$ cat config.mk
export PLATFORM = sky130hd
export DESIGN_NAME = proximity_mode_controller
export DESIGN_NICKNAME = d
export VERILOG_FILES = /design/src/rtl/pmc_pkg.sv /design/src/rtl/proximity_mode_controller.sv
export SDC_FILE = /design/constraint.sdc
export NUM_CORES = 1
export LEC_CHECK = 0
export BUFFER_PORTS_ARGS = -buffer_cell sky130_fd_sc_hd__buf_2
export CAP_MARGIN = 25
export CELL_PAD_IN_SITES_DETAIL_PLACEMENT = 1
export CELL_PAD_IN_SITES_GLOBAL_PLACEMENT = 1
export CORE_ASPECT_RATIO = 1.25
export CORE_MARGIN = 1.5
export CORE_UTILIZATION = 35
export DETAILED_ROUTE_END_ITERATION = 7
export PLACE_DENSITY_LB_ADDON = 0.1
export SLEW_MARGIN = 20
export SYNTH_ARGS = -nofsm -noshare
export SYNTH_HDL_FRONTEND = slang
export SYNTH_SLANG_ARGS = --single-unit
$ cat constraint.sdc
create_clock -name clock -period 7.15 [get_ports clock]
set_input_delay 0.3575 -clock clock [delete_from_list [all_inputs] [get_ports clock]]
set_output_delay 0.3575 -clock clock [all_outputs]
set_load 0.01 [all_outputs]
$ cat src/rtl/pmc_pkg.sv
package pmc_pkg;

   localparam int unsigned ECHO_WIDTH_DEFAULT = 16;
   localparam int unsigned LIMIT_W = 11;
   localparam int unsigned DIST_W = 11;
   localparam int unsigned EVENT_W = 3;
   localparam int unsigned RSP_DATA_W = 24;

   localparam int unsigned SOUND_NUM = 34;
   localparam int unsigned SOUND_DEN = 2000;

   localparam logic [LIMIT_W-1:0] LIMIT_RESET = 11'd10;
   localparam logic [DIST_W-1:0] DIST_MAX = 11'd2047;

   typedef enum logic [1:0] {
      ST_NORMAL   = 2'd0,
      ST_MANUAL   = 2'd1,
      ST_DISABLED = 2'd2,
      ST_ALERT    = 2'd3
   } state_type;

   typedef enum logic [EVENT_W-1:0] {
      EV_ECHO    = 3'd0,
      EV_SWITCH  = 3'd1,
      EV_SET     = 3'd2,
      EV_RELEASE = 3'd3,
      EV_BLINK   = 3'd4
   } event_type;

endpackage

$ cat src/rtl/proximity_mode_controller.sv
// proximity_mode_controller
//
// Mode controller for an obstacle sensor with normal, manual, disabled and
// alert states plus a remembered base mode (normal or manual).
// req channel: one event per transaction. req_tuser carries the event kind
// (echo measured, switch press, set state, release alert, blink tick);
// req_tdata carries the echo width, the debounced switch level and the
// requested state. rsp channel: one result per event with the state, the
// base mode, the changed flag, both lamp levels and the measured distance.
// csr channel: writes the near limit in cm; always ready, use only while idle.
// From req to rsp an event passes an input register that scales the echo
// by 17, a stage that divides by 1000 with one reciprocal multiplier, and the
// decision stage that updates the state and loads the result register.
// Throughput is one event per cycle; every stage has its own valid and moves
// into a free slot, so a stalled rsp only halts the stages behind it once
// they fill up.
// Reset (synchronous, active high) empties the pipeline, sets the state and
// base mode to normal, the blink phase to 0 and the near limit to 10 cm.
module proximity_mode_controller #(
   parameter int unsigned ECHO_WIDTH = pmc_pkg::ECHO_WIDTH_DEFAULT,
   localparam int unsigned REQ_DATA_W = ((ECHO_WIDTH + 3 + 7) / 8) * 8
) (
   input  logic                           clock,
   input  logic                           reset,
   input  logic                           req_tvalid,
   output logic                           req_tready,
   // echo_us, switch_level, requested_state, zero fill
   input  logic [REQ_DATA_W-1:0]          req_tdata,
   // mode
   input  logic [pmc_pkg::EVENT_W-1:0]    req_tuser,
   output logic                           rsp_tvalid,
   input  logic                           rsp_tready,
   // system_state, base_mode, changed, red_led, yellow_led, distance_cm, zero fill
   output logic [pmc_pkg::RSP_DATA_W-1:0] rsp_tdata,
   input  logic                           csr_valid,
   output logic                           csr_ready,
   input  logic [pmc_pkg::LIMIT_W-1:0]    csr_data
);
   import pmc_pkg::*;

   localparam int unsigned NUM = SOUND_NUM / 2;
   localparam int unsigned DEN = SOUND_DEN / 2;
   localparam int unsigned X_W = ECHO_WIDTH + $clog2(NUM);
   localparam int unsigned SHIFT = X_W + $clog2(DEN);
   localparam int unsigned M_W = SHIFT + 1 - $clog2(DEN);
   localparam int unsigned Q_W = X_W + 1 - $clog2(DEN);
   localparam int unsigned PROD_W = X_W + M_W;
   localparam int unsigned CMP_W = (Q_W > DIST_W) ? Q_W : DIST_W;
   localparam longint unsigned RECIP = ((64'd1 << SHIFT) + DEN - 1) / DEN;

   logic [LIMIT_W-1:0] limit_ff;

   logic               s1_valid_ff;
   event_type          s1_mode_ff;
   logic [X_W-1:0]     s1_x_ff;
   logic               s1_sw_ff;
   logic [1:0]         s1_req_ff;

   logic               s2_valid_ff;
   event_type          s2_mode_ff;
   logic [Q_W-1:0]     s2_q_ff;
   logic               s2_sw_ff;
   logic [1:0]         s2_req_ff;

   logic               out_valid_ff;
   logic [RSP_DATA_W-1:0] out_data_ff;

   state_type          cur_ff, cur_in;
   logic               base_ff, base_in;
   logic               blink_ff, blink_in;
   logic               chg;

   logic               out_ready, s2_ready, s1_ready;
   logic               s2_move;
   logic [X_W-1:0]     x_in;
   logic [PROD_W-1:0]  prod;
   logic [CMP_W-1:0]   q_ext;
   logic [DIST_W-1:0]  dist_sat;
   logic [DIST_W-1:0]  dist_out;
   logic               red, yellow;

   assign out_ready = !out_valid_ff || rsp_tready;
   assign s2_ready = !s2_valid_ff || out_ready;
   assign s1_ready = !s1_valid_ff || s2_ready;
   assign s2_move = s2_valid_ff && out_ready;

   assign req_tready = s1_ready;
   assign csr_ready = 1'b1;
   assign rsp_tvalid = out_valid_ff;
   assign rsp_tdata = out_data_ff;

   assign x_in = X_W'(req_tdata[ECHO_WIDTH-1:0]) * X_W'(NUM);
   assign prod = PROD_W'(s1_x_ff) * PROD_W'(RECIP);

   always_ff @(posedge clock) begin
      if (reset) begin
         limit_ff <= LIMIT_RESET;
      end else if (csr_valid) begin
         limit_ff <= csr_data;
      end
   end

   always_ff @(posedge clock) begin
      if (reset) begin
         s1_valid_ff <= 1'b0;
         s2_valid_ff <= 1'b0;
         out_valid_ff <= 1'b0;
      end else begin
         if (s1_ready) begin
            s1_valid_ff <= req_tvalid;
         end
         if (s2_ready) begin
            s2_valid_ff <= s1_valid_ff;
         end
         if (out_ready) begin
            out_valid_ff <= s2_valid_ff;
         end
      end
   end

   always_ff @(posedge clock) begin
      if (s1_ready && req_tvalid) begin
         s1_mode_ff <= event_type'(req_tuser);
         s1_x_ff <= x_in;
         s1_sw_ff <= req_tdata[ECHO_WIDTH];
         s1_req_ff <= req_tdata[ECHO_WIDTH+2:ECHO_WIDTH+1];
      end
      if (s2_ready && s1_valid_ff) begin
         s2_mode_ff <= s1_mode_ff;
         s2_q_ff <= prod[SHIFT +: Q_W];
         s2_sw_ff <= s1_sw_ff;
         s2_req_ff <= s1_req_ff;
      end
      if (s2_move) begin
         out_data_ff <= RSP_DATA_W'({dist_out, yellow, red, chg, base_in, cur_in});
      end
   end

   always_ff @(posedge clock) begin
      if (reset) begin
         cur_ff <= ST_NORMAL;
         base_ff <= 1'b0;
         blink_ff <= 1'b0;
      end else if (s2_move) begin
         cur_ff <= cur_in;
         base_ff <= base_in;
         blink_ff <= blink_in;
      end
   end

   assign q_ext = CMP_W'(s2_q_ff);
   assign dist_sat = (q_ext > CMP_W'(DIST_MAX)) ? DIST_MAX : q_ext[DIST_W-1:0];

   // next state
   always_comb begin
      state_type target;
      logic      want_go;
      target = cur_ff;
      want_go = 1'b0;
      base_in = base_ff;
      blink_in = blink_ff;
      unique case (s2_mode_ff)
         EV_ECHO: begin
            if (q_ext < CMP_W'(limit_ff)) begin
               target = ST_DISABLED;
               want_go = 1'b1;
            end else if (cur_ff == ST_DISABLED) begin
               target = state_type'({1'b0, base_ff});
               want_go = 1'b1;
            end
         end
         EV_SWITCH: begin
            if (!s2_sw_ff) begin
               unique case (cur_ff)
                  ST_NORMAL: begin
                     target = ST_MANUAL;
                     want_go = 1'b1;
                  end
                  ST_MANUAL: begin
                     target = ST_NORMAL;
                     want_go = 1'b1;
                  end
                  ST_DISABLED: base_in = !base_ff;
                  ST_ALERT: ;
               endcase
            end
         end
         EV_SET: begin
            if (cur_ff != ST_DISABLED) begin
               target = state_type'(s2_req_ff);
               want_go = 1'b1;
            end
         end
         EV_RELEASE: begin
            if (cur_ff == ST_ALERT) begin
               target = state_type'({1'b0, base_ff});
               want_go = 1'b1;
            end
         end
         EV_BLINK: begin
            if (cur_ff == ST_MANUAL || cur_ff == ST_ALERT) begin
               blink_in = !blink_ff;
            end
         end
         default: ;
      endcase
      chg = want_go && (target != cur_ff);
      cur_in = chg ? target : cur_ff;
      if (chg && (target == ST_NORMAL || target == ST_MANUAL)) begin
         base_in = target[0];
      end
      if (chg && (target == ST_MANUAL || target == ST_ALERT)) begin
         blink_in = 1'b1;
      end
   end

   // lamps and distance
   always_comb begin
      red = 1'b0;
      yellow = 1'b0;
      unique case (cur_in)
         ST_NORMAL: ;
         ST_MANUAL: yellow = blink_in;
         ST_DISABLED: yellow = 1'b1;
         ST_ALERT: red = blink_in;
      endcase
      dist_out = (s2_mode_ff == EV_ECHO) ? dist_sat : '0;
   end

   a_lamps_exclusive: assert property (@(posedge clock) disable iff (reset)
      rsp_tvalid |-> !(rsp_tdata[4] && rsp_tdata[5]))
      else $error("red and yellow lamps both on");

   a_disabled_yellow: assert property (@(posedge clock) disable iff (reset)
      rsp_tvalid && (rsp_tdata[1:0] == ST_DISABLED) |-> rsp_tdata[5] && !rsp_tdata[4])
      else $error("lamps wrong in disabled state");

   a_unchanged_holds: assert property (@(posedge clock) disable iff (reset)
      s2_move && !chg |=> cur_ff == $past(cur_ff))
      else $error("state moved without changed flag");

   a_state_idle_hold: assert property (@(posedge clock) disable iff (reset)
      !s2_move |=> cur_ff == $past(cur_ff) && base_ff == $past(base_ff))
      else $error("state updated without a transaction");

endmodule
==> metrics.md, run 1 <==
| Metric | Value |
|---|---|
| Crit path arrival time | `6.42 ns` |
| Mux share of post-synthesis cell area | `1.65%` |
| Aggregate global routing overflow | `0` |
| Dpl hpwl | `17800 um` |
| Number of synthesized flops with an enable pin | `62` |
| Area growth, synth to finish | `10.7%` |
| Pins Over Slew Limit | `0` |
| Cell Area, Placed | `10000 um2` |
| Num rows | `66` |
| WP data required | `a little over 7 ns` |
| Share of cells above drive strength 1 | `10.5%` |
| Worst Max-Slew Pin Slew | `0.842 ns` |
| Post-synthesis simple-gate area fraction | `5.80%` |
| CTS tree | `yes` |
| Post-synth ARST share | `0%` |
| Flops & latches, synth | `80` |
| Remaining antenna violation count | `0` |
| Post-synth top area share | `29.1%` |
| Initial antenna violation count | `0` |
| Maximum buffer depth of the clock tree | `2` |
| Die area | `27600 um2` |
| Hold WS | `0.170 ns` |
| Iter 0 DRT Violations | `around 110` |
| Area leader, netlist | `ha_1` |
| Synth Area in XOR/XNOR | `2.16%` |
| Root buffer cell | `clkbuf_16` |
| WL per Instance | `16.7 um` |
| Cell count after synthesis | `871` |
| Largest net degree at the start of global routing | `22` |
| Worst Skew | `0.0101 ns` |
| Setup TNS | `0 ns` |
| Syn Std Cell Area | `roughly 9300 um2` |
| Post-CTS sizing | `0` |
| Routed WL | `21200 um` |
| Mean Syn Cell Area | `10.7 um2` |
| Min Clock Period, post-route | `about 6.3 ns` |
| Compound-Gate Fraction of Synth Area | `7.82%` |
| CTS Buf Count | `9` |
| Core outline area | `26100 um2` |
| TritonRoute pass-1 iters | `3` |
| Ant diodes | `0` |
| IO buf count | `56` |
| Layout net count | `1281` |
| Final RePlAce weighted congestion | `0.751` |
| Final Hold Vio Count | `0` |
| Starting Density | `a little over a third` |
| Netlist cell types | `64` |
| First-pass GRT wire length | `34800 um` |
| Largest family of logic cells by synthesized area | `adder cells` |
| Post-route DRC | `0` |
| Number of global-route vias before repair | `6696` |
| DIE HEIGHT | `186 um` |
| H-Tree Depth | `3` |
| Clock Sink Count | `80` |
| Most frequent cells after synthesis | `ha_1 (217), inv_1 (211), fa_1 (92), edfxtp_1 (62), nor2_1 (36)` |
| Worst setup EP type | `register` |
| Chip Width | `149 um` |
| Ports | `70` |
| Hold Path Class | `input port to register` |
| Critical path class | `register to register` |
| RSZ-0062 raised after global routing | `false` |
| Fin crit share | `88.1%` |
| CP Max Fanout | `6` |
| Status | `finished, final reports clean` |
| Top-count cell post-synth | `ha_1` |
| Max Cap Viol | `0` |
| # Post-CTS Setup Buffers | `0` |
| Fmax | `0.159 GHz` |
| Vias per inst | `4.76` |
| Register area share after synthesis | `23.8%` |
| Post-CTS Hold Buffers | `0` |
| Rel. slew slack | `between 40% and 50%` |
| YS warnings | `0` |
| Setup-failing EPs final | `0` |
| Clk_lat worst skew | `0.37 ns` |
| Final Instance Area | `10300 um2` |
| Post-synth top flop | `edfxtp_1` |
| CP startpoint kind | `register` |
| Area contributors post-synth | `ha_1 (29%), edfxtp_1 (20%), fa_1 (20%)` |
| Clock Pin Slew Worst Setup and Hold Paths | `0.07 ns` |
| Via count | `between 6k and 7k` |
| Synth Area in Adders | `roughly half` |
| Total GRT Usage | `between 10% and 20%` |
[cell type report]
class,instances,area (um2)
clock buffers,10,250
clock inverters,6,77.6
fillers,2957,15800
inverters,211,792
multi-input cells,569,6240
flip-flops and latches,80,2220
well taps,340,425
repair buffers,58,323
[metrics by stage]
step	utilization [%]	cells	setup slack (ns)
floorplan	-	877	1.73
detailed placement	38.3	1258	0.814
global placement	38.2	1256	0.825
CTS	39.6	1274	0.783
finish	39.6	1274	0.852
global route	39.6	1274	0.482
[path summary, 6_finish.rpt]
kind	to	slack, ns	startpoint	depth (start not counted)
worst max-delay path	q_ext[7]	0.85	s1_x_ff[6]	21
worst min-delay path	s1_mode_ff[1]	0.17	req_tuser[1]	1
worst max register to register	q_ext[7]	0.85	s1_x_ff[6]	21
worst min register to register	s2_mode_ff[2]	0.42	s1_mode_ff[2]	0
[kinds of logic (layout without fill, tap and decap cells)]
| group | count (synthesis) | in the layout |
|---|---|---|
| adders and majority gates | 309 | 309 |
| other | 2 | 8 |
| xor gates and xnor gates | 23 | 23 |
| AOI/OAI and AO/OA | 104 | 104 |
| and+or+nand+nor | 110 | 110 |
| DFF | 80 | 80 |
| muxes | 15 | 15 |
| buffers and inverters | 228 | 285 |
[critical path, cell delays in order, from the launching register on]
cell and delay, ns:
edfxtp_1 0.55, ha_1 0.36, ha_1 0.19, inv_1 0.15, fa_1 0.43, fa_1 0.49
inv_1 0.06, fa_1 0.50, fa_1 0.54, inv_1 0.05, fa_1 0.49, inv_1 0.04
ha_1 0.28, nand4_1 0.09, nor2_1 0.44, o2111ai_1 0.20, o211a_1 0.23, a211oi_1 0.37
or2_2 0.21, o21ai_0 0.10, nor2b_1 0.16, xnor2_1 0.11
[state kept, by name (all words and copies together), names as in the netlist, 3 cells and up]
register / cells
limit_ff: 11
q_ext: 12
rsp_tdata: 17
s1_mode_ff: 3
s1_x_ff: 21
s2_mode_ff: 3
[layout by cell type (no fill, tap or decap), types with 5 or more instances in the layout]
cell,Yosys,routed
nor3_1,8,7
nor2_1,36,36
o21a_1,15,15
o211ai_1,5,5
conb_1,2,8
mux2i_1,12,12
dfxtp_1,18,18
inv_1,211,211
fa_1,92,92
ha_1,217,217
o21ai_0,12,12
a21o_1,9,9
o21bai_1,5,5
nand4_1,8,8
nand3_1,10,10
buf_2,0,56
xor2_1,6,6
nand2_1,24,24
xnor2_1,17,17
a21oi_1,28,28
clkbuf_16,0,10
edfxtp_1,62,62
[metal layers]
metal / GRT usage, % / vias up / share of wire (%)
li1: - / 2990 / -
met3: 2.45 / 16 / 2.1
met4: 4.71 / 0 / 1.7
met2: 33.2 / 59 / 55
met5: 0 / - / 0
met1: 18.7 / 2993 / 42
Power of run 1 is left out: the tool's default activity adds up to more than one toggle a clock period on the data nets, which glitch-free logic cannot reach.
==> run 2: changes to the inputs <==
--- a/config.mk
+++ b/config.mk
@@ -14,6 +14,7 @@
 export CORE_UTILIZATION = 35
 export DETAILED_ROUTE_END_ITERATION = 7
 export PLACE_DENSITY_LB_ADDON = 0.1
+export RECOVER_POWER = 100
 export SLEW_MARGIN = 20
 export SYNTH_ARGS = -nofsm -noshare
 export SYNTH_HDL_FRONTEND = slang
==> metrics.md, run 2 (synthesis gave the netlist of run 1 again) <==
| Metric | Value |
|---|---|
| Status | `finished, final reports clean` |
| Layout net count | `around 1.3k` |
| Final RePlAce weighted congestion | `around 0.75` |
| Crit path arrival time | `about 6.4 ns` |
| Finished Layout Cells | `1274` |
| Root buffer cell | `clkbuf_16` |
| Most frequent cells in the layout | `ha_1 (217), inv_1 (211), fa_1 (92)` |
| RSZ-0062 raised after global routing | `false` |
| Final Hold Vio Count | `0` |
| Num rows | `66` |
| Area growth, synth to finish | `9.44%` |
| Crit path largest cell delay | `0.55 ns` |
| WL per Instance | `16.7 um` |
| Post-CTS Hold Buffers | `0` |
| TritonRoute pass-1 iters | `4` |
| CP max stage cell | `edfxtp_1` |
| Iter 0 DRT Violations | `roughly 100` |
| Aggregate global routing overflow | `0` |
| Post-CTS sizing | `0` |
| Vias per inst | `4.74` |
| Worst Max-Slew Pin Slew | `1.45 ns` |
| Total GRT Usage | `16.9%` |
| Worst setup EP type | `register` |
| Critical path class | `register to register` |
| Placed insts | `1258` |
| Worst Skew | `around 0.011 ns` |
| Clock Sink Count | `80` |
| Min Clock Period, post-route | `6.30 ns` |
| Most flop-heavy register | `s1_x_ff` |
| Initial antenna violation count | `0` |
| Number of global-route vias before repair | `6696` |
| Setup-failing EPs final | `0` |
| Max reg flops | `21` |
| Place WS | `between 0.8 and 0.9 ns` |
| Critical path cell sequence | `ha_1, ha_1, inv_1, fa_1, fa_1, inv_1, fa_1, fa_1, inv_1, fa_1, inv_1, ha_1, nand4_1, nor2_1, o2111ai_1, o211a_1, a211oi_1, or2_2, o21ai_0, nor2b_1, xnor2_1` |
| Setup TNS | `0 ns` |
| WP data required | `slightly above 7 ns` |
| Ant diodes | `0` |
| IO buf count | `between 50 and 60` |
| H-Tree Depth | `3` |
| CTS tree | `yes` |
| Via count | `6045` |
| CP startpoint kind | `register` |
| Fin worst setup slack | `0.853 ns` |
| Clock Pin Slew Worst Setup and Hold Paths | `0.07 ns` |
| Cell mode on critical path | `fa_1` |
| Hold WS | `0.170 ns` |
| Ports | `70` |
| CTS Buf Count | `9` |
| Hold Path Class | `input port to register` |
| Largest net degree at the start of global routing | `22` |
| First-pass GRT wire length | `34800 um` |
| Fmax | `0.159 GHz` |
| Dpl hpwl | `~18000 um` |
| Maximum buffer depth of the clock tree | `2` |
| Routed WL | `about 21000 um` |
| Remaining antenna violation count | `0` |
| Clk_lat worst skew | `between 0.3 and 0.4 ns` |
| Delay-heaviest family, CP | `adder cells` |
| # Post-CTS Setup Buffers | `0` |
| Die area | `27600 um2` |
| Starting Density | `35.7%` |
| Post-route DRC | `0` |
| DIE HEIGHT | `186 um` |
| Crit path buf inv count | `4` |
| Core outline area | `26100 um2` |
| Rel. slew slack | `2.54%` |
| Most common cell after layout, fill and taps aside | `ha_1` |
| Chip Width | `between 100 and 150 um` |
| Max Cap Viol | `0` |
| Share of cells above drive strength 1 | `under 10%` |
| CP Max Fanout | `6` |
| Fin crit share | `88.1%` |
| Pins Over Slew Limit | `0` |
## run 2: cell count changes in the layout (fill, tap and decap cells not counted), moves of 2 or more
| cell | change |
|---|---|
| and2_0 | +2 |
| a211oi_1 | +2 |
| nor3_2 | -2 |
| and2_1 | -2 |
| nor3_1 | +2 |
| clkbuf_1 | +25 |
| buf_2 | -23 |
## run 2: layer usage
layer	GRT usage, %	vias to the layer above	wire, um
met1	18.7	2983	8840
met4	4.71	0	363
met2	33.2	57	11600
met5	0	-	0
li1	-	2989	-
met3	2.45	16	454
## run 2: worst paths after layout
check,startpoint,to,slack [ns],cells past startpoint
worst max-delay path,s1_x_ff[6],q_ext[7],0.85,21
worst max register to register,s1_x_ff[6],q_ext[7],0.85,21
worst min register to register,s1_mode_ff[2],s2_mode_ff[2],0.42,0
worst min-delay path,req_tdata[16],s1_sw_ff,0.17,1
## run 2: area by class of cell
type                    instances  area (um2)
clock buffers                  10         250
fillers                      2970       15900
inverters                     211         792
repair buffers                 58         259
well taps                     340         425
multi-input cells             569        6180
clock inverters                 6        77.6
flip-flops and latches         80        2220
## run 2: worst reg2reg max path, cell delays in order, from the launching register on
cell	delay, ns
edfxtp_1	0.55
ha_1	0.36
ha_1	0.19
inv_1	0.15
fa_1	0.43
fa_1	0.49
inv_1	0.06
fa_1	0.50
fa_1	0.54
inv_1	0.05
fa_1	0.49
inv_1	0.04
ha_1	0.29
nand4_1	0.09
nor2_1	0.44
o2111ai_1	0.20
o211a_1	0.23
a211oi_1	0.37
or2_2	0.21
o21ai_0	0.10
nor2b_1	0.16
xnor2_1	0.11
## run 2: metrics by stage
stage / cell area [um2] / utilization [%]
6_report: 10200 / 39.1
5_1_grt: 10200 / 39.1
4_1_cts: 10300 / 39.6
3_5_place_dp: 10000 / 38.3
3_3_place_gp: 9960 / 38.2
2_1_floorplan: 9350 / -
Power of run 2 is left out for the same reason.
==> run 3: changes to the inputs <==
--- a/config.mk
+++ b/config.mk
@@ -15,6 +15,7 @@
 export DETAILED_ROUTE_END_ITERATION = 7
 export PLACE_DENSITY_LB_ADDON = 0.1
 export RECOVER_POWER = 100
+export REMOVE_ABC_BUFFERS = 1
 export SLEW_MARGIN = 20
 export SYNTH_ARGS = -nofsm -noshare
 export SYNTH_HDL_FRONTEND = slang
==> constraint.sdc (replaced) <==
create_clock -name clock -period 7.15 [get_ports clock]
set_input_delay 1.0725 -clock clock [delete_from_list [all_inputs] [get_ports clock]]
set_output_delay 1.0725 -clock clock [all_outputs]
set_load 0.01 [all_outputs]
==> metrics.md, run 3 (synthesis gave the netlist of run 1 again) <==
| Metric | Value |
|---|---|
| Hold WS | `0.422 ns` |
| Status | `finished, final reports clean` |
| Place WS | `0.949 ns` |
| CP startpoint kind | `register` |
| Post-CTS Hold Buffers | `0` |
| Most common cell after layout, fill and taps aside | `ha_1` |
| CTS Buf Count | `9` |
| Root buffer cell | `clkbuf_16` |
| Fmax | `0.163 GHz` |
| Chip Width | `149 um` |
| Fin worst setup slack | `1.00 ns` |
| Rel. slew slack | `7.20%` |
| Max reg flops | `21` |
| Area growth, synth to finish | `9.54%` |
| Multi-input gate area | `6190 um2` |
| Flop-to-flop setup slack | `approximately 1.0 ns` |
| Worst Max-Slew Pin Slew | `1.39 ns` |
| Final Hold Vio Count | `0` |
| Largest net degree at the start of global routing | `28` |
| Post-CTS sizing | `0` |
| Finished Layout Cells | `1275` |
| Min Clock Period, post-route | `6.15 ns` |
| Aggregate global routing overflow | `0` |
| Total GRT Usage | `16.1%` |
| Max Cap Viol | `0` |
| CTS tree | `yes` |
| Clock Pin Slew Worst Setup and Hold Paths | `0.08 ns` |
| Vias per inst | `around 4.6` |
| Pins Over Slew Limit | `0` |
| DIE HEIGHT | `186 um` |
| Worst setup EP type | `register` |
| Initial antenna violation count | `1` |
| Worst Skew | `~0.016 ns` |
| WP data required | `7.25 ns` |
| Critical Path Sink | `q_ext[7]` |
| Ant diodes | `0` |
| First-pass GRT wire length | `~34000 um` |
| Remaining antenna violation count | `0` |
| IO buf count | `56` |
| Dpl hpwl | `between 15000 and 20000 um` |
| # Post-CTS Setup Buffers | `0` |
| Critical path class | `register to register` |
| H-Tree Depth | `3` |
| Hold Path Class | `register to register` |
| Most frequent cells in the layout | `ha_1 (217), inv_1 (211), fa_1 (92)` |
| Clk_lat worst skew | `between 0.3 and 0.4 ns` |
| Starting Density | `35.7%` |
| Via count | `5916` |
| Ports | `70` |
| Core outline area | `around 26000 um2` |
| WL per Instance | `around 16 um` |
| Setup-failing EPs final | `0` |
| CP Max Fanout | `6` |
| Hold Path Cell Cnt | `0` |
| Setup TNS | `0 ns` |
| First element of the critical path | `s1_x_ff[8]` |
| Num rows | `66` |
| TritonRoute pass-1 iters | `4` |
| Clock Sink Count | `80` |
| R2R depth | `21` |
| Layout fillers | `roughly 3.0k` |
| Register area | `2220 um2` |
| Iter 0 DRT Violations | `86` |
| Final RePlAce weighted congestion | `0.762` |
| R2r startpoint | `s1_x_ff[8]` |
| Layout net count | `approximately 1.3k` |
| Maximum buffer depth of the clock tree | `2` |
| Reg-to-reg endpoint | `q_ext[7]` |
| Placed insts | `roughly 1.3k` |
| Number of global-route vias before repair | `6413` |
| Die area | `27600 um2` |
| Post-route DRC | `0` |
| Most flop-heavy register | `s1_x_ff` |
| Routed WL | `20500 um` |
| Share of cells above drive strength 1 | `6.74%` |
| Fin crit share | `between 80% and 90%` |
| RSZ-0062 raised after global routing | `false` |
| Crit path arrival time | `around 6.3 ns` |
==> run 3: critical path, stage by stage, from the launching register on <==
cell	delay (ns)
edfxtp_1	0.66
ha_1	0.33
ha_1	0.32
ha_1	0.30
inv_1	0.06
fa_1	0.52
inv_1	0.07
fa_1	0.50
fa_1	0.55
inv_1	0.05
fa_1	0.49
inv_1	0.05
ha_1	0.30
nand4_1	0.10
nor2_1	0.24
nand2_1	0.09
o211a_1	0.28
a211oi_1	0.40
or2_2	0.23
o21ai_0	0.10
nor2b_1	0.16
xnor2_1	0.11
==> run 3: per-stage QoR <==
stage / area (um2) / util (%)
detailed placement: 9960 / 38.2
finish: 10200 / 39.1
global placement: 9960 / 38.2
global route: 10200 / 39.1
floorplan: 9230 / -
CTS: 10300 / 39.4
==> run 3: worst min-delay path by stage <==
stage                        startpoint            end
final                      s1_req_ff[1]   s2_req_ff[1]
after global routing      s1_mode_ff[1]  s2_mode_ff[1]
after CTS                  s1_req_ff[1]   s2_req_ff[1]
after detailed placement  s1_mode_ff[2]  s2_mode_ff[2]
after global placement     s1_req_ff[0]   s2_req_ff[0]
after floorplan           s1_mode_ff[0]  s2_mode_ff[0]
==> run 3: final cells by class <==
| class | instances | area share, % |
|---|---|---|
| inverter | 211 | 7.75 |
| clock inverter | 6 | 0.759 |
| multi-input combinational | 569 | 60.6 |
| timing repair buffer | 59 | 2.55 |
| tap | 340 | 4.16 |
| sequential | 80 | 21.8 |
| clock buffer | 10 | 2.45 |
==> run 3: per-layer routing <==
layer  wire length [um]  global-route usage [%]  vias up
met5                  0                       0        -
met4                242                    3.68        0
met3                345                    1.72       11
met2              11300                    31.8       59
met1               8660                    18.2     2856
li1                   -                       -     2990
Power of run 3 is left out for the same reason.
